<file path="src/rtl/core/spa_pkg.sv">
// ----------------------------------------------------------------------------
// Slot pool package
// Types, codes and constants shared by the slot pool modules.
// ----------------------------------------------------------------------------
`default_nettype none

package spa_pkg;

    // Default pool size and the fixed width of a reported slot number.
    localparam int SLOTS_DEF = 64;
    localparam int SLOT_W    = 6;

    // The free-slot search looks at the pool in groups of this many slots.
    localparam int GROUP_W = 8;

    // Operation codes.
    localparam logic [1:0] OP_ALLOC   = 2'd0;
    localparam logic [1:0] OP_RELEASE = 2'd1;
    localparam logic [1:0] OP_ENUM    = 2'd2;

    // Result status codes.
    localparam logic [1:0] ST_DONE    = 2'd0;
    localparam logic [1:0] ST_FULL    = 2'd1;
    localparam logic [1:0] ST_REFUSED = 2'd2;

    // One input item.
    typedef struct packed {
        logic [1:0]         operation;
        logic signed [31:0] model_id;
        logic signed [31:0] kind_id;
        logic [31:0]        pos_x_bits;
        logic [31:0]        pos_y_bits;
        logic [31:0]        pos_z_bits;
        logic               pinned;
        logic [7:0]         release_index;
        logic [7:0]         player_id;
    } t_in_item;

    // One result item.
    typedef struct packed {
        logic [1:0]         status;
        logic [SLOT_W-1:0]  slot;
        logic signed [31:0] out_model;
        logic signed [31:0] out_kind;
        logic [31:0]        out_x_bits;
        logic [31:0]        out_y_bits;
        logic [31:0]        out_z_bits;
        logic               to_everyone;
        logic [7:0]         recipient;
        logic               last;
    } t_out_item;

    // One stored entry; the pinned bit separates pinned from dynamic marks.
    typedef struct packed {
        logic signed [31:0] model;
        logic signed [31:0] kind;
        logic [31:0]        x_bits;
        logic [31:0]        y_bits;
        logic [31:0]        z_bits;
        logic               pinned;
    } t_entry;

    // Answer of the free-slot search.
    typedef struct packed {
        logic              done;
        logic [SLOT_W-1:0] slot;
    } t_find_rsp;

endpackage

`default_nettype wire

</file>
<file path="src/rtl/core/spa_free_find.sv">
// ----------------------------------------------------------------------------
// Slot pool free-slot search
// Two-stage registered priority search for the lowest free slot.
// ----------------------------------------------------------------------------
`default_nettype none

module spa_free_find #(
    parameter int SLOTS = spa_pkg::SLOTS_DEF
) (
    input  wire logic             i_clk,
    input  wire logic             i_rst_n,
    input  wire logic             i_start,
    input  wire logic [SLOTS-1:0] i_occ,
    output spa_pkg::t_find_rsp    o_rsp
);

    localparam int GROUP = spa_pkg::GROUP_W;
    localparam int NGRP  = (SLOTS + GROUP - 1) / GROUP;
    localparam int PAD   = NGRP * GROUP;
    localparam int GRP_W = (NGRP > 1) ? $clog2(NGRP) : 1;
    localparam int BIT_W = $clog2(GROUP);

    logic [PAD-1:0]            free_pad;
    logic [NGRP-1:0]           grp_any;
    logic [GRP_W-1:0]          grp_sel;
    logic [BIT_W-1:0]          bit_sel;
    logic [GRP_W-1:0]          r_grp;
    logic [GROUP-1:0]          r_bits;
    logic                      r_s1;
    logic                      r_done;
    logic [spa_pkg::SLOT_W-1:0] r_slot;

    // Free map, padded with occupied slots up to a whole group.
    always_comb begin
        free_pad             = '0;
        free_pad[SLOTS-1:0]  = ~i_occ;
    end

    // First stage: lowest group that has a free slot.
    always_comb begin
        grp_sel = '0;
        for (int g = NGRP - 1; g >= 0; g--) begin
            grp_any[g] = |free_pad[g*GROUP +: GROUP];
            if (grp_any[g]) begin
                grp_sel = GRP_W'(g);
            end
        end
    end

    // Second stage: lowest free slot inside the chosen group.
    always_comb begin
        bit_sel = '0;
        for (int b = GROUP - 1; b >= 0; b--) begin
            if (r_bits[b]) begin
                bit_sel = BIT_W'(b);
            end
        end
    end

    // Stage control.
    always_ff @(posedge i_clk) begin
        if (!i_rst_n) begin
            r_s1   <= 1'b0;
            r_done <= 1'b0;
        end else begin
            r_s1   <= i_start;
            r_done <= r_s1;
        end
    end

    // Stage payload.
    always_ff @(posedge i_clk) begin
        if (i_start) begin
            r_grp  <= grp_sel;
            r_bits <= free_pad[grp_sel*GROUP +: GROUP];
        end
        if (r_s1) begin
            r_slot <= spa_pkg::SLOT_W'({r_grp, bit_sel});
        end
    end

    assign o_rsp.done = r_done;
    assign o_rsp.slot = r_slot;

endmodule

`default_nettype wire

</file>
<file path="config.mk">
export PLATFORM = sky130hd
export DESIGN_NAME = spa_free_find
export DESIGN_NICKNAME = d
export VERILOG_FILES = /design/src/rtl/core/spa_pkg.sv /design/src/rtl/core/spa_free_find.sv
export SDC_FILE = /design/constraint.sdc
export NUM_CORES = 1
export LEC_CHECK = 0
export BUFFER_PORTS_ARGS = -buffer_cell sky130_fd_sc_hd__buf_2
export CAP_MARGIN = 20
export CORE_MARGIN = 1
export CORE_UTILIZATION = 40
export CTS_CLUSTER_SIZE = 28
export DETAILED_ROUTE_END_ITERATION = 10
export GPL_TIMING_DRIVEN = 0
export PLACE_DENSITY = 0.7
export SLEW_MARGIN = 10
export SYNTH_ARGS = -nofsm -noshare
export SYNTH_HDL_FRONTEND = slang
export SYNTH_SLANG_ARGS = --single-unit
</file>
<file path="constraint.sdc">
create_clock -name i_clk -period 5.4 [get_ports i_clk]
set_input_delay 0.27 -clock i_clk [delete_from_list [all_inputs] [get_ports i_clk]]
set_output_delay 0.27 -clock i_clk [all_outputs]
set_load 0.01 [all_outputs]
</file>
Word level (Yosys, flattened, before mapping)
Cells that the tools add are included.
{ "op_classes": {"n_bitwise": 1, "muxes": 15, "n_shift": 1, "n_reduce_logical": 10} }
{ "ops": {"columns": ["operator", "count"], "rows": [
  ["64-bit NOT", 1],
  ["8-bit OR reduction", 8],
  ["64-bit by 7-bit variable part select with 8-bit output", 1],
  ["3-bit two-way mux", 12],
  ["2-bit two-way mux", 2],
  ["4-bit OR reduction", 1],
  ["2-bit OR reduction", 1],
  ["1-bit two-way mux", 1]
]} }
{ "word_totals": {"elab_cells": 35, "regBits": 19, "in_bits": 67, "output_inout_bits": 7} }

Depth between registers and ports, before layout
Gate-level depths: netlist of the first run.
{ "depth": {"word_depth": 11, "mapped_depth": 8, "mapped_depth_nobuf": 5} }

Worst setup path before layout of the first run
No wires, ideal clock.
{ "synth_timing": {"path_type": "input-to-reg", "startpoint": "in i_occ[27]", "endpoint": "reg r_bits[2], data pin", "required_ns": 5.128, "slack_ns": 3.305, "cell_stages": 8, "t_arrival_ns": 1.823, "setup_time_ns": 0.272, "cell_sequence": "nand4_2 -> or4_1 -> buf_2 -> o211a_1 -> buf_6 -> buf_6 -> o2111ai_2 -> a41oi_1"} }
{ "synth_between": {"elab_chain_cells": 7} }
{ "synth_lines": {"columns": ["item", "line_no", "source"], "rows": [
  ["from (decl)", "spa_free_find.sv:13", "input wire logic [SLOTS-1:0] i_occ,"],
  ["64-bit NOT", "spa_free_find.sv:36", "free_pad[SLOTS-1:0] = ~i_occ;"],
  ["8-bit OR reduction", "spa_free_find.sv:43", "grp_any[g] = |free_pad[g*GROUP +: GROUP];"],
  ["3-bit two-way mux (4 in series)", "spa_free_find.sv:44", "if (grp_any[g]) begin"],
  ["64-bit by 7-bit variable part select with 8-bit output", "spa_free_find.sv:75", "r_bits <= free_pad[grp_sel*GROUP +: GROUP];"],
  ["to (signal assigned)", "spa_free_find.sv:75", null],
  ["to (decl)", "spa_free_find.sv:28", "logic [GROUP-1:0] r_bits;"]
]} }
No other way between the ends.
A chain may end at the register's enable or synchronous reset.

Worst setup path after layout of the first run
{ "layout_timing": {"startpoint": "in i_occ[7]", "endpoint": "reg r_bits[6], data pin"} }
{ "layout_between": {"elab_chain_cells": 4} }
{ "layout_lines": {"columns": ["item", "line_no"], "rows": [
  ["64-bit NOT", "spa_free_find.sv:36"],
  ["8-bit OR reduction", "spa_free_find.sv:43"],
  ["3-bit two-way mux", "spa_free_find.sv:44"],
  ["64-bit by 7-bit variable part select with 8-bit output", "spa_free_find.sv:75"]
]} }
No other way between the ends.

==> metrics, run 1 <==
via count=around 1.7k; Crit Reg-Reg Startpoint=r_bits[1]$_DFFE_PP_; TritonRoute pass-1 iters=4; reg2reg end=r_slot[2]$_SDFFCE_PP0P_; max-slew violations=0; area delta synth->final=30.08%; total power=336.8 µW; final hold viol count=0; initial drt markers=85; vias per inst=5.783; Final TNS setup=0 ns; commonest non-fill, non-tap cell in the layout=buf_2; root buffer cell=clkbuf_8; RSZ-0062 raised after global routing=false; CTS Hold Bufs=0; Fmax=405.0 MHz; Total GRT Usage=between 20% and 30%; Final setup viols=0; Largest delay share family, worst path=simple AND/OR/NAND/NOR gates; clk slew on worst S/H paths=around 0.070 ns; Placed Cells=291; kind of critical path=in -> reg; total grt overflow=0; PortBufs=between 70 and 80; CP max-delay cell=nor4_2; Data arrival, critical path=around 2.5 ns; largest net degree at the start of global routing=13; syn_area_per_cell=9.274 µm²; critical path, cell by cell=buf_2 > nand4_1 > nor4_2 > o211ai_1 > a311oi_1 > a211oi_1; vias in the first global route=1578; ANT cells=0; buffers and inverters on the worst path=1; Residual DRC=0; maximum VDD drop=~89 µV; Yosys cell types=37; Cell Area, Synth=0.001577 mm²; Final Worst Setup Slack=between 2 and 3 ns; Crit. End Element=register; share of cells above drive strength 1=a little over a third; synthesized instance count=170; max incr delay on CP=0.93 ns; total CTS buffers=3; CORE AREA=0.003716 mm²; Worst Hold Endpoint=r_done$_SDFF_PN0_; Hold WS=0.2259 ns; Pleak=between 0.8 and 0.9 nW; setup slack at placement=2.739 ns; Die Ht=64.78 µm; CTS tree=done; Cell Area, Placed=0.002002 mm²; Sequential Area=about 550 µm²; flops & latches, synth=19; WL per Instance=14.84 µm; Fill cells=about 360; I/O pin cnt=74; hold crit path type=in -> reg; Final GP Congestion=0.9005; critical path launch point type=input pin; row cnt=22; WP data required=5.39 ns; nets=315; CTS Sinks=19; die footprint=0.004196 mm²; Pwr Density=164.2 mW/mm²; Reg2Reg Depth=2; Worst-Skew Late Latency=0.25 ns; H-tree depth=1; crit-path max FO=10; min Tclk post-route=2.469 ns; most frequent cells in the layout=74 x buf_2, 23 x inv_1, 17 x edfxtp_1; first-pass GRT wire length=between 7000 and 8000 µm; final instance area=~0.002 mm²; initial core utilization=42.42%; area of the multi-input gates=893.4 µm²; hold path startpoint=i_rst_n; outcome=complete, no violations; Tightest Pin Transition=~1.0 ns; max_cap viols=0; Rel. slew slack=30.37%; post_cts resized=0; Setup Fix Bufs, Post-CTS=0; drt total wl=4378 µm; Ys Warns=0; initial antenna violation count=0; syn nets=237; sequential fraction of the synthesis area=34.92%; die width=64.78 µm; post-layout util=55.19%; clk buf depth=2; depth of the worst hold-timing path=2; Worst R2R Setup Slack=around 4.1 ns; post-DP HPWL=roughly 3700 µm; Layout Cells excl Fill=295; Post-DRT Antenna Nets=0; Final period util=a little under half; skew final=0.001567 ns
-- worst register-to-register path, stage by stage (launching register included) --
cell and delay [ns]:
edfxtp_1 0.41, or4_1 0.54, a21oi_1 0.15
-- area by class of cell --
| class | count | area share, % |
|---|---|---|
| clock inverters | 1 | 0.3661 |
| inverters | 23 | 4.210 |
| repair buffers | 73 | 17.82 |
| plain buffers | 7 | 2.257 |
| multi-input cells | 121 | 43.56 |
| clock buffers | 3 | 2.013 |
| well taps | 48 | 2.929 |
| flip-flops and latches | 19 | 26.85 |
-- logic make-up (layout without fill, tap and decap cells) --
family / after synthesis / after routing / synth area share (%)
AO/OA/AOI/OAI: 65 / 65 / 32.78
AND/OR/NAND/NOR: 54 / 54 / 22.62
buffers and inverters: 30 / 107 / 8.412
flip-flops: 19 / 19 / 34.92
multiplexers: 2 / 2 / 1.270
-- flip-flops by register name (all words and copies together), names as in the netlist --
name    cells
r_s1        1
r_done      1
r_slot      6
r_grp       3
r_bits      8
-- worst max-delay path by stage --
stage	startpoint	to	slack, ns	cells after the start
global route	i_occ[5]	r_bits[5]$_DFFE_PP_	2.87	6
global placement	i_occ[7]	r_bits[7]$_DFFE_PP_	2.68	6
floorplan	i_occ[27]	r_bits[2]$_DFFE_PP_	3.31	8
finish	i_occ[7]	r_bits[6]$_DFFE_PP_	2.93	6
CTS	i_occ[7]	r_bits[6]$_DFFE_PP_	3.00	6
detailed placement	i_occ[7]	r_bits[6]$_DFFE_PP_	2.74	6
-- layer usage --
layer	GRT usage [%]	vias to the layer above	routed length [µm]
li1	-	857	-
met1	29.71	771	1958
met2	33.85	70	2082
met3	2.289	8	234
met4	9.444	0	102
met5	0	-	0
-- report_power, final --
group / internal [mW] / switching (mW) / total (mW)
Sequential: 0.171 / 0.00477 / 0.176
Clock: 0.0519 / 0.0454 / 0.0973
Combinational: 0.0308 / 0.0327 / 0.0635
Total: 0.254 / 0.0829 / 0.337
-- synthesized netlist by cell type, drive strengths merged --
cell,count,area [µm²]
o21bai,1,7.510
o211ai,2,15.01
nand3b,2,15.01
and2,4,25.02
nand2,1,3.750
o211a,7,70.07
nor4,4,31.28
nor3,3,15.01
buf,5,38.78
a211oi,7,57.55
mux2i,2,20.02
or2,2,12.51
nor2b,6,37.54
inv,23,86.33
or4,4,30.03
edfxtp,17,510.5
a21oi,3,15.01
a311oi,7,61.31
o2111ai,16,146.4
clkbuf,2,7.510
o21ai,9,45.04
and4,4,35.03
dfxtp,2,40.04
o22ai,2,12.51
nand4,16,121.4
a21boi,8,60.06
a41oi,3,26.28
nor2,8,30.03
No activity file was read; power rests on OpenSTA's default activity.
==> run 2, diff against run 1 <==
--- a/config.mk
+++ b/config.mk
@@ -5,6 +5,7 @@
 export SDC_FILE = /design/constraint.sdc
 export NUM_CORES = 1
 export LEC_CHECK = 0
+export ABC_AREA = 1
 export BUFFER_PORTS_ARGS = -buffer_cell sky130_fd_sc_hd__buf_2
 export CAP_MARGIN = 20
 export CORE_MARGIN = 1
@@ -12,7 +13,7 @@
 export CTS_CLUSTER_SIZE = 28
 export DETAILED_ROUTE_END_ITERATION = 10
 export GPL_TIMING_DRIVEN = 0
-export PLACE_DENSITY = 0.7
+export PLACE_DENSITY = 0.73
 export SLEW_MARGIN = 10
 export SYNTH_ARGS = -nofsm -noshare
 export SYNTH_HDL_FRONTEND = slang
==> constraint.sdc (replaced) <==
create_clock -name i_clk -period 2.25 [get_ports i_clk]
set_input_delay 0.1125 -clock i_clk [delete_from_list [all_inputs] [get_ports i_clk]]
set_output_delay 0.1125 -clock i_clk [all_outputs]
set_load 0.01 [all_outputs]
==> run 2 against run 1 <==
Routed wire length shrank 0.11%. Synthesized cell count up 49%. Worst hold slack got worse by 0.17 ns. Area after synthesis increased by 2.5%. Global-route usage down 0.12 points. Core utilization up 0.16 points. Worst setup slack got worse by 2.3 ns. Sequential power up 140%. Sequential share of layout area decreased by 0.47 points. Final cell count rose by 28%. Critical path type unchanged. Sequential cell count is the same. Clock skew grew 0.00094 ns.
==> metrics, run 2 <==
max_cap viols=0 (unchanged); I/O pin cnt=74 (unchanged); top cells by area, synth=edfxtp_1 32%, nand2_1 20%, nand3_1 15%; Pleak=1.070 nW (+26%); Total GRT Usage=21.47% (-0.12 points); maximum VDD drop=212.8 µV (+140%); area delta synth->final=29.20%; Die Ht=65.55 µm (+1.2%); CORE AREA=0.003771 mm² (+1.5%); initial core utilization=42.83% (+0.41 points); synthesized instance count=253 (+49%); total CTS buffers=3 (unchanged); Cell Area, Synth=0.001615 mm² (+2.5%); post_cts resized=0 (unchanged); top cells by count, synth=87 x nand2_1, 50 x nand3_1, 29 x inv_1, 25 x nor2_1, 17 x edfxtp_1; kind of critical path=in -> reg; RSZ-0062 raised after global routing=false; first-pass GRT wire length=7148 µm (+0.78%); row cnt=22 (unchanged); Final TNS setup=0 ns (unchanged); final instance area=0.002087 mm² (+1.8%); die width=65.55 µm (+1.2%); Biggest register=r_bits; post-synthesis async set-or-reset flop share=0% (unchanged); most frequent cells in the layout=87 x nand2_1, 78 x buf_2, 50 x nand3_1; Worst-Skew Late Latency=0.25 ns (about the same); flops & latches, synth=19 (unchanged); Post-synth EDFFs=17 (unchanged); share of cells above drive strength 1=28.79% (-6.8 points); Final period util=73.00%; Residual DRC=0 (unchanged); via count=1888 (+11%); Post-Synth Adder-Cell Area=0% (unchanged); CTS Hold Bufs=0 (unchanged); max FFs per register=8 (unchanged); Fill cells=377 (+3.6%); post-layout util=55.34% (+0.16 points); ANT cells=0 (unchanged); Crit. End Element=register; syn_area_per_cell=6.385 µm² (-31%); critical path launch point type=input pin; nets=398 (+26%); TritonRoute pass-1 iters=4 (unchanged); Rel. slew slack=63.17% (+33 points); post-DP HPWL=3812 µm (+3.9%); Data arrival, critical path=1.65 ns (-0.81 ns); Setup Fix Bufs, Post-CTS=0 (unchanged); Post-DRT Antenna Nets=0 (unchanged); syn nets=320 (+35%); Sequential Area=550.5 µm² (unchanged); Cell Area, Placed=0.002041 mm² (+1.9%); drt total wl=4373 µm (-0.11%); Synth top area share=31.60% (-0.78 points); top-count cell post-synth=nand2_1; min Tclk post-route=1.643 ns; hold crit path type=in -> reg; ys flop type=edfxtp_1; CTS Sinks=19 (unchanged); vias in the first global route=1653 (+4.8%); Post-Synth XOR/XNOR Area=0% (unchanged); Ys Warns=0 (unchanged); Layout Cells excl Fill=378 (+28%); outcome=complete, no violations; WP data required=2.26 ns (-3.13 ns); WL per Instance=11.57 µm (-22%); root buffer cell=clkbuf_8; initial drt markers=125 (+47%); CTS tree=done; sequential fraction of the synthesis area=34.08% (-0.84 points); mux cell area share after synthesis=0% (-1.3 points); final hold viol count=0 (unchanged); initial antenna violation count=0 (unchanged); Regs by FF count=r_bits x8, r_slot x6, r_grp x3; Final GP Congestion=0.9129 (+1.4%); H-tree depth=1 (unchanged); skew final=0.002508 ns (+0.0009418 ns); Fmax=608.8 MHz; area of the multi-input gates=904.6 µm² (+1.3%); post-synthesis simple-gate area fraction=51.67% (+29 points); clk buf depth=2 (unchanged); Placed Cells=374 (+29%); leading area contributor after synthesis=edfxtp_1; post-synthesis compound-gate area fraction=4.338% (-28 points); Pwr Density=388.2 mW/mm² (+140%); vias per inst=4.995 (-14%); largest family of logic cells by synthesized area=simple AND/OR/NAND/NOR gates; crit-path max FO=8 (-2); total grt overflow=0 (unchanged); clk slew on worst S/H paths=0.07 ns (about the same); Yosys cell types=24 (-35%); die footprint=0.004296 mm² (+2.4%); PortBufs=73 (unchanged); commonest non-fill, non-tap cell in the layout=nand2_1; Final setup viols=0 (unchanged); Tightest Pin Transition=0.5479 ns (-0.4880 ns); max-slew violations=0 (unchanged); largest net degree at the start of global routing=13 (unchanged)
==> run 2: cells by family after synthesis <==
family | count (synthesis)
simple gates | 185
flops | 19
compound gates | 10
buf+inv | 39
==> run 2: path summary, 6_finish.rpt <==
check / slack (ns) / cells past startpoint / endpoint / from
max: 0.61 / 11 / r_bits[2]$_DFFE_PP_ / i_occ[39]
min: 0.06 / 3 / r_done$_SDFF_PN0_ / i_rst_n
max reg2reg: 1.08 / 3 / r_slot[2]$_SDFFCE_PP0P_ / r_bits[6]$_DFFE_PP_
min reg2reg: 0.43 / 0 / r_slot[4]$_DFFE_PP_ / r_grp[1]$_DFFE_PP_
==> run 2: power breakdown <==
group	leakage [nW]	switching, mW	total, mW	internal [mW]
logic	0.867	0.0861	0.163	0.0770
registers	0.177	0.0106	0.421	0.411
clock network	0.0255	0.103	0.226	0.123
==> run 2: worst max-delay path: stages <==
cell and delay (ns):
buf_2 0.09, nand4_1 0.11, nor2_1 0.24, and2_1 0.19
nand2_1 0.11, a21oi_2 0.36, inv_2 0.14, nand3_1 0.12
nand2_1 0.07, nand2_1 0.06, nand2_1 0.05
==> run 2: final cells by class <==
| type | instances | area share [%] |
|---|---|---|
| Sequential cell | 19 | 26.38 |
| Inverter | 30 | 5.396 |
| Clock buffer | 3 | 1.978 |
| Buffer | 9 | 2.278 |
| Tap cell | 48 | 2.878 |
| Clock inverter | 1 | 0.2398 |
| Timing Repair Buffer | 73 | 17.51 |
| Multi-Input combinational cell | 195 | 43.35 |
==> run 2: metrics by stage <==
stage          power (mW)  hold WS [ns]  setup WS, ns
2_1_floorplan      0.4937        0.2060        0.8227
3_3_place_gp       0.5887        0.3102        0.3468
3_5_place_dp       0.5925        0.3181        0.3457
4_1_cts            0.8178       0.05491        0.6137
5_1_grt            0.8563       0.08545        0.4079
6_report           0.8102       0.05998        0.6075
==> run 2: metal layers <==
| layer | up-vias | wire [µm] | global-route usage (%) |
|---|---|---|---|
| met3 | 6 | 220 | 1.563 |
| met2 | 57 | 2155 | 38.66 |
| met4 | 0 | 55 | 5.978 |
| li1 | 985 | - | - |
| met1 | 840 | 1942 | 27.22 |
| met5 | - | 0 | 0 |
